==> src/rtl/adsum_pkg.sv <==
// Package for the assignment distance sum block: sizes, state and command types.
`timescale 1ns / 1ps
package adsum_pkg;

  localparam int AP_COUNT    = 64;
  localparam int AP_IDX_W    = (AP_COUNT > 1) ? $clog2(AP_COUNT) : 1;
  localparam int COORD_W     = 16;
  localparam int DIFF_W      = COORD_W + 1;
  localparam int SQ_W        = 2 * COORD_W + 1;        // sum of two squares
  localparam int FRAC_BITS   = 8;
  localparam int RAD_W       = SQ_W + 2 * FRAC_BITS + 1; // padded to an even width
  localparam int ROOT_STEPS  = RAD_W / 2;
  localparam int ROOT_W      = ROOT_STEPS;
  localparam int REM_W       = ROOT_W + 2;
  localparam int STEP_CNT_W  = $clog2(ROOT_STEPS);
  localparam int SUM_W       = 35;

  typedef enum logic [2:0] {
    ST_IDLE,
    ST_DIFF,
    ST_SQX,
    ST_SQY,
    ST_RINIT,
    ST_ROOT,
    ST_ACC
  } state_e;

  // commands from the controller to the datapath
  typedef struct packed {
    logic load_ap;      // load word accepted
    logic take_client;  // client word accepted: capture and start table read
    logic calc_diff;
    logic sq_x;
    logic sq_y;
    logic root_init;
    logic root_step;
    logic accum;        // add distance to the sum
    logic emit;         // latch the result and clear the sum
  } cmd_t;

  // status from the datapath to the controller
  typedef struct packed {
    logic last;
  } status_t;

endpackage

==> src/rtl/assignment_distance_sum.sv <==
// A client word keeps the input busy through its differences, squares, the 25-step
// digit-by-digit square root and the sum; a last client's sum is valid the cycle after.
// Loads are taken one per cycle in idle; a new client only once the last one is done.
// The input is taken again while a result still waits in the output register.
// Reset clears the control state, the running sum and its overflow flag; the access point
// table stays undefined until written.
`timescale 1ns / 1ps
module assignment_distance_sum import adsum_pkg::*; (
  input  logic              clk_i,
  input  logic              rst_ni,
  input  logic              in_valid_i,
  output logic              in_ready_o,
  input  logic              kind_i,
  input  logic [5:0]        ap_index_i,
  input  logic signed [15:0] coord_x_i,
  input  logic signed [15:0] coord_y_i,
  input  logic              last_i,
  output logic              out_valid_o,
  input  logic              out_ready_i,
  output logic [34:0]       distance_total_o,
  output logic              overflowed_o
);

  cmd_t    cmd;
  status_t status;

  adsum_ctrl u_ctrl (
    .clk_i      (clk_i),
    .rst_ni     (rst_ni),
    .in_valid_i (in_valid_i),
    .in_ready_o (in_ready_o),
    .kind_i     (kind_i),
    .out_valid_o(out_valid_o),
    .out_ready_i(out_ready_i),
    .status_i   (status),
    .cmd_o      (cmd)
  );

  adsum_dp u_dp (
    .clk_i           (clk_i),
    .rst_ni          (rst_ni),
    .cmd_i           (cmd),
    .status_o        (status),
    .ap_index_i      (ap_index_i),
    .coord_x_i       (coord_x_i),
    .coord_y_i       (coord_y_i),
    .last_i          (last_i),
    .distance_total_o(distance_total_o),
    .overflowed_o    (overflowed_o)
  );

endmodule

==> src/rtl/adsum_ram.sv <==
// Generic single-port RAM with registered read.
`timescale 1ns / 1ps
module adsum_ram #(
  parameter int Width = 32,
  parameter int Depth = 64
) (
  input  logic                     clk_i,
  input  logic                     we_i,
  input  logic [$clog2(Depth)-1:0] addr_i,
  input  logic [Width-1:0]         wdata_i,
  output logic [Width-1:0]         rdata_o
);

  logic [Width-1:0] mem_q [Depth];
  logic [Width-1:0] rdata_q;

  // write or read one entry a cycle
  always_ff @(posedge clk_i) begin
    if (we_i) begin
      mem_q[addr_i] <= wdata_i;
    end
    rdata_q <= mem_q[addr_i];
  end

  assign rdata_o = rdata_q;

endmodule

==> src/rtl/adsum_ctrl.sv <==
// Controller state machine for the assignment distance sum block.
`timescale 1ns / 1ps
module adsum_ctrl import adsum_pkg::*; (
  input  logic    clk_i,
  input  logic    rst_ni,
  input  logic    in_valid_i,
  output logic    in_ready_o,
  input  logic    kind_i,
  output logic    out_valid_o,
  input  logic    out_ready_i,
  input  status_t status_i,
  output cmd_t    cmd_o
);

  state_e                state_q, state_d;
  logic [STEP_CNT_W-1:0] cnt_q, cnt_d;
  logic                  out_valid_q, out_valid_d;

  // hold state, step count and output valid
  always_ff @(posedge clk_i or negedge rst_ni) begin
    if (!rst_ni) begin
      state_q     <= ST_IDLE;
      cnt_q       <= '0;
      out_valid_q <= 1'b0;
    end else begin
      state_q     <= state_d;
      cnt_q       <= cnt_d;
      out_valid_q <= out_valid_d;
    end
  end

  // sequence a client word through difference, squares, root and sum; take load words in idle
  always_comb begin
    state_d     = state_q;
    cnt_d       = cnt_q;
    out_valid_d = out_valid_q;
    cmd_o       = '0;
    in_ready_o  = 1'b0;

    // drop the result once taken
    if (out_valid_q && out_ready_i) begin
      out_valid_d = 1'b0;
    end

    case (state_q)
      ST_IDLE: begin
        in_ready_o = 1'b1;
        if (in_valid_i) begin
          if (kind_i) begin
            cmd_o.take_client = 1'b1;
            state_d           = ST_DIFF;
          end else begin
            cmd_o.load_ap = 1'b1;
          end
        end
      end
      ST_DIFF: begin
        cmd_o.calc_diff = 1'b1;
        state_d         = ST_SQX;
      end
      ST_SQX: begin
        cmd_o.sq_x = 1'b1;
        state_d    = ST_SQY;
      end
      ST_SQY: begin
        cmd_o.sq_y = 1'b1;
        state_d    = ST_RINIT;
      end
      ST_RINIT: begin
        cmd_o.root_init = 1'b1;
        cnt_d           = '0;
        state_d         = ST_ROOT;
      end
      ST_ROOT: begin
        cmd_o.root_step = 1'b1;
        cnt_d           = cnt_q + 1'b1;
        if (cnt_q == STEP_CNT_W'(ROOT_STEPS - 1)) begin
          state_d = ST_ACC;
        end
      end
      ST_ACC: begin
        // a last client waits while a previous result still sits in the output register
        if (!status_i.last) begin
          cmd_o.accum = 1'b1;
          state_d     = ST_IDLE;
        end else if (!out_valid_q || out_ready_i) begin
          cmd_o.accum = 1'b1;
          cmd_o.emit  = 1'b1;
          out_valid_d = 1'b1;
          state_d     = ST_IDLE;
        end
      end
      default: begin
        state_d = ST_IDLE;
      end
    endcase
  end

  assign out_valid_o = out_valid_q;

endmodule

==> src/rtl/adsum_dp.sv <==
// Datapath: access point table, differences, squares, square root and running sum.
`timescale 1ns / 1ps
module adsum_dp import adsum_pkg::*; (
  input  logic               clk_i,
  input  logic               rst_ni,
  input  cmd_t               cmd_i,
  output status_t            status_o,
  input  logic [5:0]         ap_index_i,
  input  logic [COORD_W-1:0] coord_x_i,
  input  logic [COORD_W-1:0] coord_y_i,
  input  logic               last_i,
  output logic [SUM_W-1:0]   distance_total_o,
  output logic               overflowed_o
);

  logic                    in_range;
  logic [2*COORD_W-1:0]    ram_rdata;
  logic [COORD_W-1:0]      cx_q, cy_q;
  logic                    hit_q, last_q;
  logic signed [DIFF_W-1:0] dx_q, dy_q;
  logic signed [DIFF_W-1:0] ax, ay;
  logic signed [2*DIFF_W-1:0] prod;
  logic [SQ_W-1:0]         sqx_q, sqy_q;
  logic [RAD_W-1:0]        rad_q;
  logic [REM_W-1:0]        rem_q;
  logic [ROOT_W-1:0]       root_q;
  logic [REM_W+1:0]        rem_shift, trial;
  logic [SUM_W-1:0]        sum_q;
  logic                    sat_q;
  logic [SUM_W:0]          sum_add;
  logic [SUM_W-1:0]        sum_next;
  logic                    sat_next;
  logic [SUM_W-1:0]        total_q;
  logic                    ovf_q;

  assign in_range = (32'(ap_index_i) < AP_COUNT);

  // access point coordinates, x in the upper half
  adsum_ram #(
    .Width(2 * COORD_W),
    .Depth(AP_COUNT)
  ) u_ap_ram (
    .clk_i  (clk_i),
    .we_i   (cmd_i.load_ap && in_range),
    .addr_i (ap_index_i[AP_IDX_W-1:0]),
    .wdata_i({coord_x_i, coord_y_i}),
    .rdata_o(ram_rdata)
  );

  // read an out-of-range entry as the origin
  assign ax = hit_q ? DIFF_W'($signed(ram_rdata[2*COORD_W-1:COORD_W])) : '0;
  assign ay = hit_q ? DIFF_W'($signed(ram_rdata[COORD_W-1:0])) : '0;

  // share one multiplier between the two squares
  assign prod = cmd_i.sq_x ? (dx_q * dx_q) : (dy_q * dy_q);

  // one root digit: bring down two bits and try the next one
  assign rem_shift = {rem_q, rad_q[RAD_W-1 -: 2]};
  assign trial     = {2'b00, root_q, 2'b01};

  // add with saturation
  assign sum_add  = {1'b0, sum_q} + (SUM_W + 1)'(root_q);
  assign sum_next = sum_add[SUM_W] ? {SUM_W{1'b1}} : sum_add[SUM_W-1:0];
  assign sat_next = sat_q | sum_add[SUM_W];

  // capture the client word and work out differences, squares and root
  always_ff @(posedge clk_i) begin
    if (cmd_i.take_client) begin
      cx_q   <= coord_x_i;
      cy_q   <= coord_y_i;
      hit_q  <= in_range;
      last_q <= last_i;
    end
    if (cmd_i.calc_diff) begin
      dx_q <= DIFF_W'($signed(cx_q)) - ax;
      dy_q <= DIFF_W'($signed(cy_q)) - ay;
    end
    if (cmd_i.sq_x) begin
      sqx_q <= prod[SQ_W-1:0];
    end
    if (cmd_i.sq_y) begin
      sqy_q <= prod[SQ_W-1:0];
    end
    if (cmd_i.root_init) begin
      rad_q  <= {1'b0, (sqx_q + sqy_q), {(2 * FRAC_BITS){1'b0}}};
      rem_q  <= '0;
      root_q <= '0;
    end else if (cmd_i.root_step) begin
      rad_q <= {rad_q[RAD_W-3:0], 2'b00};
      if (rem_shift >= trial) begin
        rem_q  <= REM_W'(rem_shift - trial);
        root_q <= {root_q[ROOT_W-2:0], 1'b1};
      end else begin
        rem_q  <= rem_shift[REM_W-1:0];
        root_q <= {root_q[ROOT_W-2:0], 1'b0};
      end
    end
    if (cmd_i.emit) begin
      total_q <= sum_next;
      ovf_q   <= sat_next;
    end
  end

  // hold the running sum and its flag, clear them after an emit
  always_ff @(posedge clk_i or negedge rst_ni) begin
    if (!rst_ni) begin
      sum_q <= '0;
      sat_q <= 1'b0;
    end else if (cmd_i.emit) begin
      sum_q <= '0;
      sat_q <= 1'b0;
    end else if (cmd_i.accum) begin
      sum_q <= sum_next;
      sat_q <= sat_next;
    end
  end

  assign status_o.last    = last_q;
  assign distance_total_o = total_q;
  assign overflowed_o     = ovf_q;

endmodule
==> config.mk <==
export PLATFORM = sky130hd
export DESIGN_NAME = assignment_distance_sum
export DESIGN_NICKNAME = d
export VERILOG_FILES = /design/src/rtl/adsum_pkg.sv /design/src/rtl/assignment_distance_sum.sv /design/src/rtl/adsum_ram.sv /design/src/rtl/adsum_ctrl.sv /design/src/rtl/adsum_dp.sv
export SDC_FILE = /design/constraint.sdc
export NUM_CORES = 2
export LEC_CHECK = 0
export BUFFER_PORTS_ARGS = -buffer_cell sky130_fd_sc_hd__buf_2
export CORE_ASPECT_RATIO = 0.75
export CORE_UTILIZATION = 50
export CTS_BUF_LIST = sky130_fd_sc_hd__clkbuf_8
export DETAILED_ROUTE_END_ITERATION = 6
export PLACE_DENSITY = 0.74
export SYNTH_ARGS = -nofsm -noshare
export SYNTH_HDL_FRONTEND = slang
export SYNTH_SLANG_ARGS = --single-unit
==> constraint.sdc <==
create_clock -name clk_i -period 5.91 [get_ports clk_i]
set_input_delay 1.182 -clock clk_i [delete_from_list [all_inputs] [get_ports clk_i]]
set_output_delay 1.182 -clock clk_i [all_outputs]
set_load 0.1 [all_outputs]
## Word level (Yosys, flattened, before mapping)

Memory sizes are Yosys's and may differ from the RTL's. A register that Yosys moved wholly into a read port is not among the register bits.
Cells that the tools add are included.

| cells by class | value |
|---|---|
| $add $sub $neg | 6 |
| $mul | 2 |
| div/mod/pow operators | 0 |
| $lt $le $gt $ge | 1 |
| equality and inequality tests | 11 |
| shifts and indexed selects | 0 |
| mux-type cells | 37 |
| bitwise logic cells | 1 |
| reduce and logical (&&, ||, !) cells | 8 |

Operators by type and width:

| operator | count |
|---|---|
| 35-bit two-way mux | 3 |
| 49-bit two-way mux | 2 |
| 17-bit by 17-bit multiplier with 33-bit output | 2 |
| 35-bit by 25-bit adder with 36-bit output | 1 |
| 16-bit by 16-bit subtractor with 17-bit output | 2 |
| 33-bit adder | 1 |
| 33-bit two-way mux | 1 |
| 29-bit by 27-bit >= comparator with 1-bit output | 1 |
| 27-bit two-way mux | 1 |
| 27-bit subtractor | 1 |
| 3-bit case mux with 7 select lines | 1 |
| 1-bit two-way mux | 19 |
| 3-bit two-way mux | 5 |
| 5-bit case mux with 2 select lines | 1 |
| 3-bit equality test, second input constant | 3 |
| 2-bit two-way mux | 4 |
| 3-bit by 2-bit equality test with 1-bit output, second input constant | 2 |
| 2-bit nonzero test | 3 |
| 5-bit by 1-bit adder with 5-bit output, second input constant | 1 |
| 5-bit equality test, second input constant | 1 |
| 2-bit inequality test, second input constant | 2 |
| 4-bit AND reduction | 1 |
| 3-bit by 1-bit equality test with 1-bit output, second input constant | 1 |
| 3-bit zero test | 1 |
| 6 further kinds | 6 |

| word-level totals | value |
|---|---|
| register bits | 300 |
| latch bits | 0 |
| memory bits (writable) | 2048 |
| ROM bits | 0 |
| input bits | 44 |
| output and inout bits | 38 |
| memories | 1 |

Memories:

| name | words | width | rd ports | clocked after Yosys merged registers in | wr ports | line | text |
|---|---|---|---|---|---|---|---|
| u_dp.u_ap_ram.mem_q | 64 | 32 | 1 | 1 | 1 | adsum_ram.sv:14 | `logic [Width-1:0] mem_q [Depth];` |

## Longest topological paths before layout

| depth | value |
|---|---|
| depth after elaboration | 7 |
| depth in mapped cells | 25 |
| gate-level depth less buffers | 24 |

## Hierarchy

Synthesis repeated with hierarchy kept, for this count alone.

| unflattened totals | value |
|---|---|
| cell total of the unflattened synthesis | 7829 |
| area total of the unflattened synthesis | 114362.2 um^2 |

Modules (own cells, without submodules):

| module | times used | cells an instance | area each (um^2) | sequential area each (um^2) |
|---|---|---|---|---|
| adsum_ram | 1 | 4239 | 78928.2 | 62139.6 |
| adsum_dp | 1 | 3529 | 34894.7 | 7967.6 |
| adsum_ctrl | 1 | 61 | 539.3 | 225.2 |

## Least setup slack after synthesis

Ideal clock, no wire load.

| path | value |
|---|---|
| kind | reg-to-reg |
| from | register u_dp.dx_q[16] |
| to | register u_dp.sqx_q[32], data pin |
| library setup time | 276 ps |
| data arrival time | 6210 ps |
| data required time | 5634 ps |
| setup slack | -576 ps |
| stages on the path, launching flop included | 23 |
| path buffers | 2 |
| cells stage by stage | edfxtp_1 -> clkbuf_1 -> clkbuf_1 -> and2_1 -> fa_1 -> inv_1 -> fa_1 -> inv_1 -> fa_1 -> fa_1 -> fa_1 -> inv_1 -> fa_1 -> inv_1 -> ha_1 -> a21o_1 -> a21o_1 -> a21oi_1 -> a2bb2oi_1 -> o31ai_1 -> o31a_1 -> mux2i_1 -> o211ai_1 |

| on the way | value |
|---|---|
| word-level cells in the longest chain between the ends | 2 |

Ends and longest elaborated chain:

| element | line | text |
|---|---|---|
| start, declared | adsum_dp.sv:20 | `logic signed [DIFF_W-1:0] dx_q, dy_q;` |
| start signal, assigned | adsum_dp.sv:75 | `dx_q <= DIFF_W'($signed(cx_q)) - ax;` |
| 17-bit by 17-bit multiplier with 33-bit output | adsum_dp.sv:55 | `assign prod = cmd_i.sq_x ? (dx_q * dx_q) : (dy_q * dy_q);` |
| 33-bit two-way mux | adsum_dp.sv:55 |  |
| via u_dp.prod[32] | adsum_dp.sv:22 | `logic signed [2*DIFF_W-1:0] prod;` |
| end signal, assigned | adsum_dp.sv:79 | `sqx_q <= prod[SQ_W-1:0];` |
| end, declared | adsum_dp.sv:23 | `logic [SQ_W-1:0] sqx_q, sqy_q;` |

The timed path passes the listed nets, and every way through them passes these cells.
A chain may end at the register's enable or synchronous reset.

## Final worst setup path

| path | value |
|---|---|
| from | register u_dp.dx_q[14] |
| to | register u_dp.sqx_q[32], data pin |

The elaborated chain is that of the path after synthesis.

==> run summary <==
number of synthesized flops with an enable pin = 2248
final setup vio count = 28
total wire length = 302000 um
vias in the first global route = 69800
worst-case clock buffer depth = 4
routability congestion estimate = 0.908
Netlist cell types = 83
Async S/R FF share, synth = 1.89%
Worst setup SP type = flip-flop
WP depth = 21
register area = 0.0703 sq mm
die area = 0.221 sq mm
Nets = 9057
R2R cell count = 21
Hold Path Stages = 1
Final min period = 6.18 ns
commonest non-fill, non-tap cell in the layout = edfxtp_1
yosys warns = 0
critical path startpoint = u_dp.dx_q[14]
total number of vias = 70600
reg2reg end = u_dp.sqx_q[32]
CTS tree = yes
H-Tree Depth = 5
Die X = 543 um
Hold Vio Cnt, Final = 0
Mean Syn Cell Area = 14.6 sq um
Routed Antenna Nets = 0
row cnt = 148
Starting DRT DRC Count = 9968
Synthesized Nets = 8374
slowest stage delay, CP = 0.57 ns
Worst path slowest cell = fa_1
sum of buffers and inverters on the critical path = 4
CP top delay family = adder cells
largest net degree at the start of global routing = 101
#FFs+latches synth = 2378
Area growth syn-to-layout = 14.6%
gr usage total = 26.8%
CORE AREA = 0.217 sq mm
Worst path most repeated cell = fa_1
post-synthesis sequential area ratio = 64.1%
Detailed Routing Iterations Pass 1 = 6
initial antenna violation count = 16
PnR worst setup slack = -0.270 ns
dpl hpwl = 189000 um
root buffer cell = clkbuf_8
Critical Path Sink Type = flip-flop
critical setup path kind = flip-flop to flip-flop
Tightest Hold Check Type = input port to flip-flop
CP Cell Sequence = inv_1, buf_4, nor2_2, fa_1, fa_1, fa_1, fa_1, fa_1, inv_1, fa_1, inv_1, ha_4, a21o_1, a21o_1, a21o_1, a21oi_2, a2bb2oi_2, o31ai_4, o31a_1, mux2i_1, o211ai_1
R2R setup slack = -0.27 ns
worst-skew pair later-pin latency = 1.01 ns
Data required, critical path = 6.52 ns
most frequent cells in the layout = edfxtp_1, inv_1, a22oi_1
fillcell total = 16300
ys flop type = edfxtp_1
failing checks = setup timing
Critical Path Sink = u_dp.sqx_q[32]
Port Buffer Count = 81
Starting Density = 50.4%
max-cap viol count = 0
hold buffer count at cts = 0
Mapped Area = 0.110 sq mm
total gr overflow = 0
HP Start = last_i
area taken by multi-input logic gates = 0.0367 sq mm
height of the chip = 408 um
unrepaired setup endpoints after global routing = true
clk sinks = 2378
status = finished, violations left
Worst-path clk slew = 0.06 ns
final count of pins violating max slew = 0
Layout Skew = 0.155 ns
hold slack final = 0.469 ns
layout cells sized above 1 = 17.7%
first-pass GRT wire length = 442000 um
critical path arrival = 6.79 ns
Max Freq = 0.162 GHz
worst r2r src = u_dp.dx_q[14]
Vias per Instance = 6.21
peak fanout along the critical path = 4
Residual DRC = 0
CTS Buf Count = 347
Routed WL per cell = 26.5 um
total I/O pin count = 82
worst slew pin tran = 1.40 ns
period utilisation layout = 105%
Slew headroom = 6.04%
Syn Inst Count = 7511
-- flip-flops by register name (all words and copies together) (netlist names), 16 cells and up --
register	cells
u_dp.u_ap_ram.rdata_o	32
u_dp.sqy_q	32
u_dp.distance_total_o	35
u_dp.dx_q	17
u_dp.sum_q	35
u_dp.root_q	25
u_dp.cy_q	16
u_dp.cx_q	16
u_dp.dy_q	17
u_dp.u_ap_ram.mem_q	2048
u_dp.rem_q	27
u_dp.rad_q	34
u_dp.sqx_q	32
-- logic make-up after synthesis --
logic type	share of synthesized area [%]
multiplexers	0.272
flip-flops	64.1
adder cells (fa/ha/maj)	12.9
XOR/XNOR	1.32
AO/OA/AOI/OAI	12.5
AND/OR/NAND/NOR	4.86
buffers and inverters	3.96
-- metal layers --
layer  part of all wire [%]  up-vias  track usage [%]
met3                     13      718             6.68
met5                  0.026        -                0
li1                       -    29800                -
met4                    3.6       12             9.40
met2                     45     4982             40.6
met1                     38    35100             37.7
-- per-stage QoR --
| stage | instances | util (%) | cell area [sq um] | setup TNS, ns | worst slack [ns] |
|---|---|---|---|---|---|
| after detailed placement | 10700 | 54.2 | 118000 | -9.65 | -0.478 |
| after global routing | 11400 | 57.8 | 126000 | -9.64 | -0.475 |
| final | 11400 | 57.8 | 126000 | -3.72 | -0.270 |
| after global placement | 10700 | 54.2 | 118000 | -8.32 | -0.497 |
| after CTS | 11300 | 57.5 | 125000 | -2.49 | -0.208 |
| after floorplan | 7511 | - | 110000 | -0.0696 | -0.0348 |
-- cells in the mapped netlist, types with 8 or more instances --
| cell | number | area share, % |
|---|---|---|
| edfxtp_1 | 2248 | 62 |
| inv_1 | 779 | 2.7 |
| a22oi_1 | 602 | 4.1 |
| fa_1 | 525 | 9.6 |
| nand2_1 | 355 | 1.2 |
| ha_1 | 294 | 3.4 |
| clkbuf_1 | 288 | 0.99 |
| a22o_1 | 241 | 1.9 |
| a31oi_1 | 230 | 1.3 |
| a221oi_1 | 214 | 1.7 |
| nor2_1 | 207 | 0.71 |
| a21oi_1 | 178 | 0.81 |
| o21ai_0 | 137 | 0.63 |
| xnor2_1 | 116 | 0.93 |
| and2_1 | 110 | 0.63 |
| nand3_1 | 102 | 0.47 |
| dfxtp_1 | 85 | 1.6 |
| buf_1 | 71 | 0.24 |
| a21o_1 | 58 | 0.40 |
| nand4_1 | 56 | 0.32 |
| xor2_1 | 49 | 0.39 |
| nor2b_1 | 48 | 0.27 |
| nor4_1 | 48 | 0.27 |
| dfrtp_1 | 45 | 1.0 |
| nor3_1 | 34 | 0.16 |
| and3_1 | 32 | 0.18 |
| nand2b_1 | 27 | 0.15 |
| mux2i_1 | 23 | 0.21 |
| o211ai_1 | 22 | 0.15 |
| a211oi_1 | 21 | 0.14 |
| o21ai_1 | 21 | 0.096 |
| o21bai_1 | 20 | 0.14 |
| o31ai_1 | 19 | 0.13 |
| o21a_1 | 18 | 0.12 |
| or2_2 | 14 | 0.080 |
| or3_1 | 14 | 0.080 |
| a31o_2 | 13 | 0.10 |
| o2111ai_1 | 11 | 0.088 |
| nand3b_1 | 10 | 0.068 |
| o31a_1 | 9 | 0.072 |
| a21boi_0 | 8 | 0.055 |
| nor3b_1 | 8 | 0.055 |
-- final cells by class --
type                            instances  share of cell area, %
Sequential cell                      2378                   56.0
Multi-Input combinational cell       3986                   29.2
Inverter                              779                   2.33
Tap cell                             2925                   2.91
Clock inverter                        245                   1.01
Antenna cell                            3                0.00598
Clock buffer                          356                   3.90
Timing Repair Buffer                  702                   4.67
-- timing repair --
action / in CTS / in global routing
buffers inserted: 46 / 27
endpoints found under the setup margin: 38 / 40
resized for setup: 164 / 131
pin swaps: 62 / 61
hold endpoints to repair: 0 / 0
-- worst min path at each step --
| stage | end | slack, ns |
|---|---|---|
| 2_1_floorplan | u_dp.sat_q | 0.44 |
| 3_3_place_gp | u_dp.rem_q[20] | 0.46 |
| 3_5_place_dp | u_dp.rem_q[20] | 0.47 |
| 4_1_cts | u_dp.status_o | 0.40 |
| 5_1_grt | u_dp.status_o | 0.44 |
| 6_report | u_dp.status_o | 0.47 |
Power is left out: the tool's default activity adds up to more than one toggle a clock period on the data nets, which glitch-free logic cannot reach.
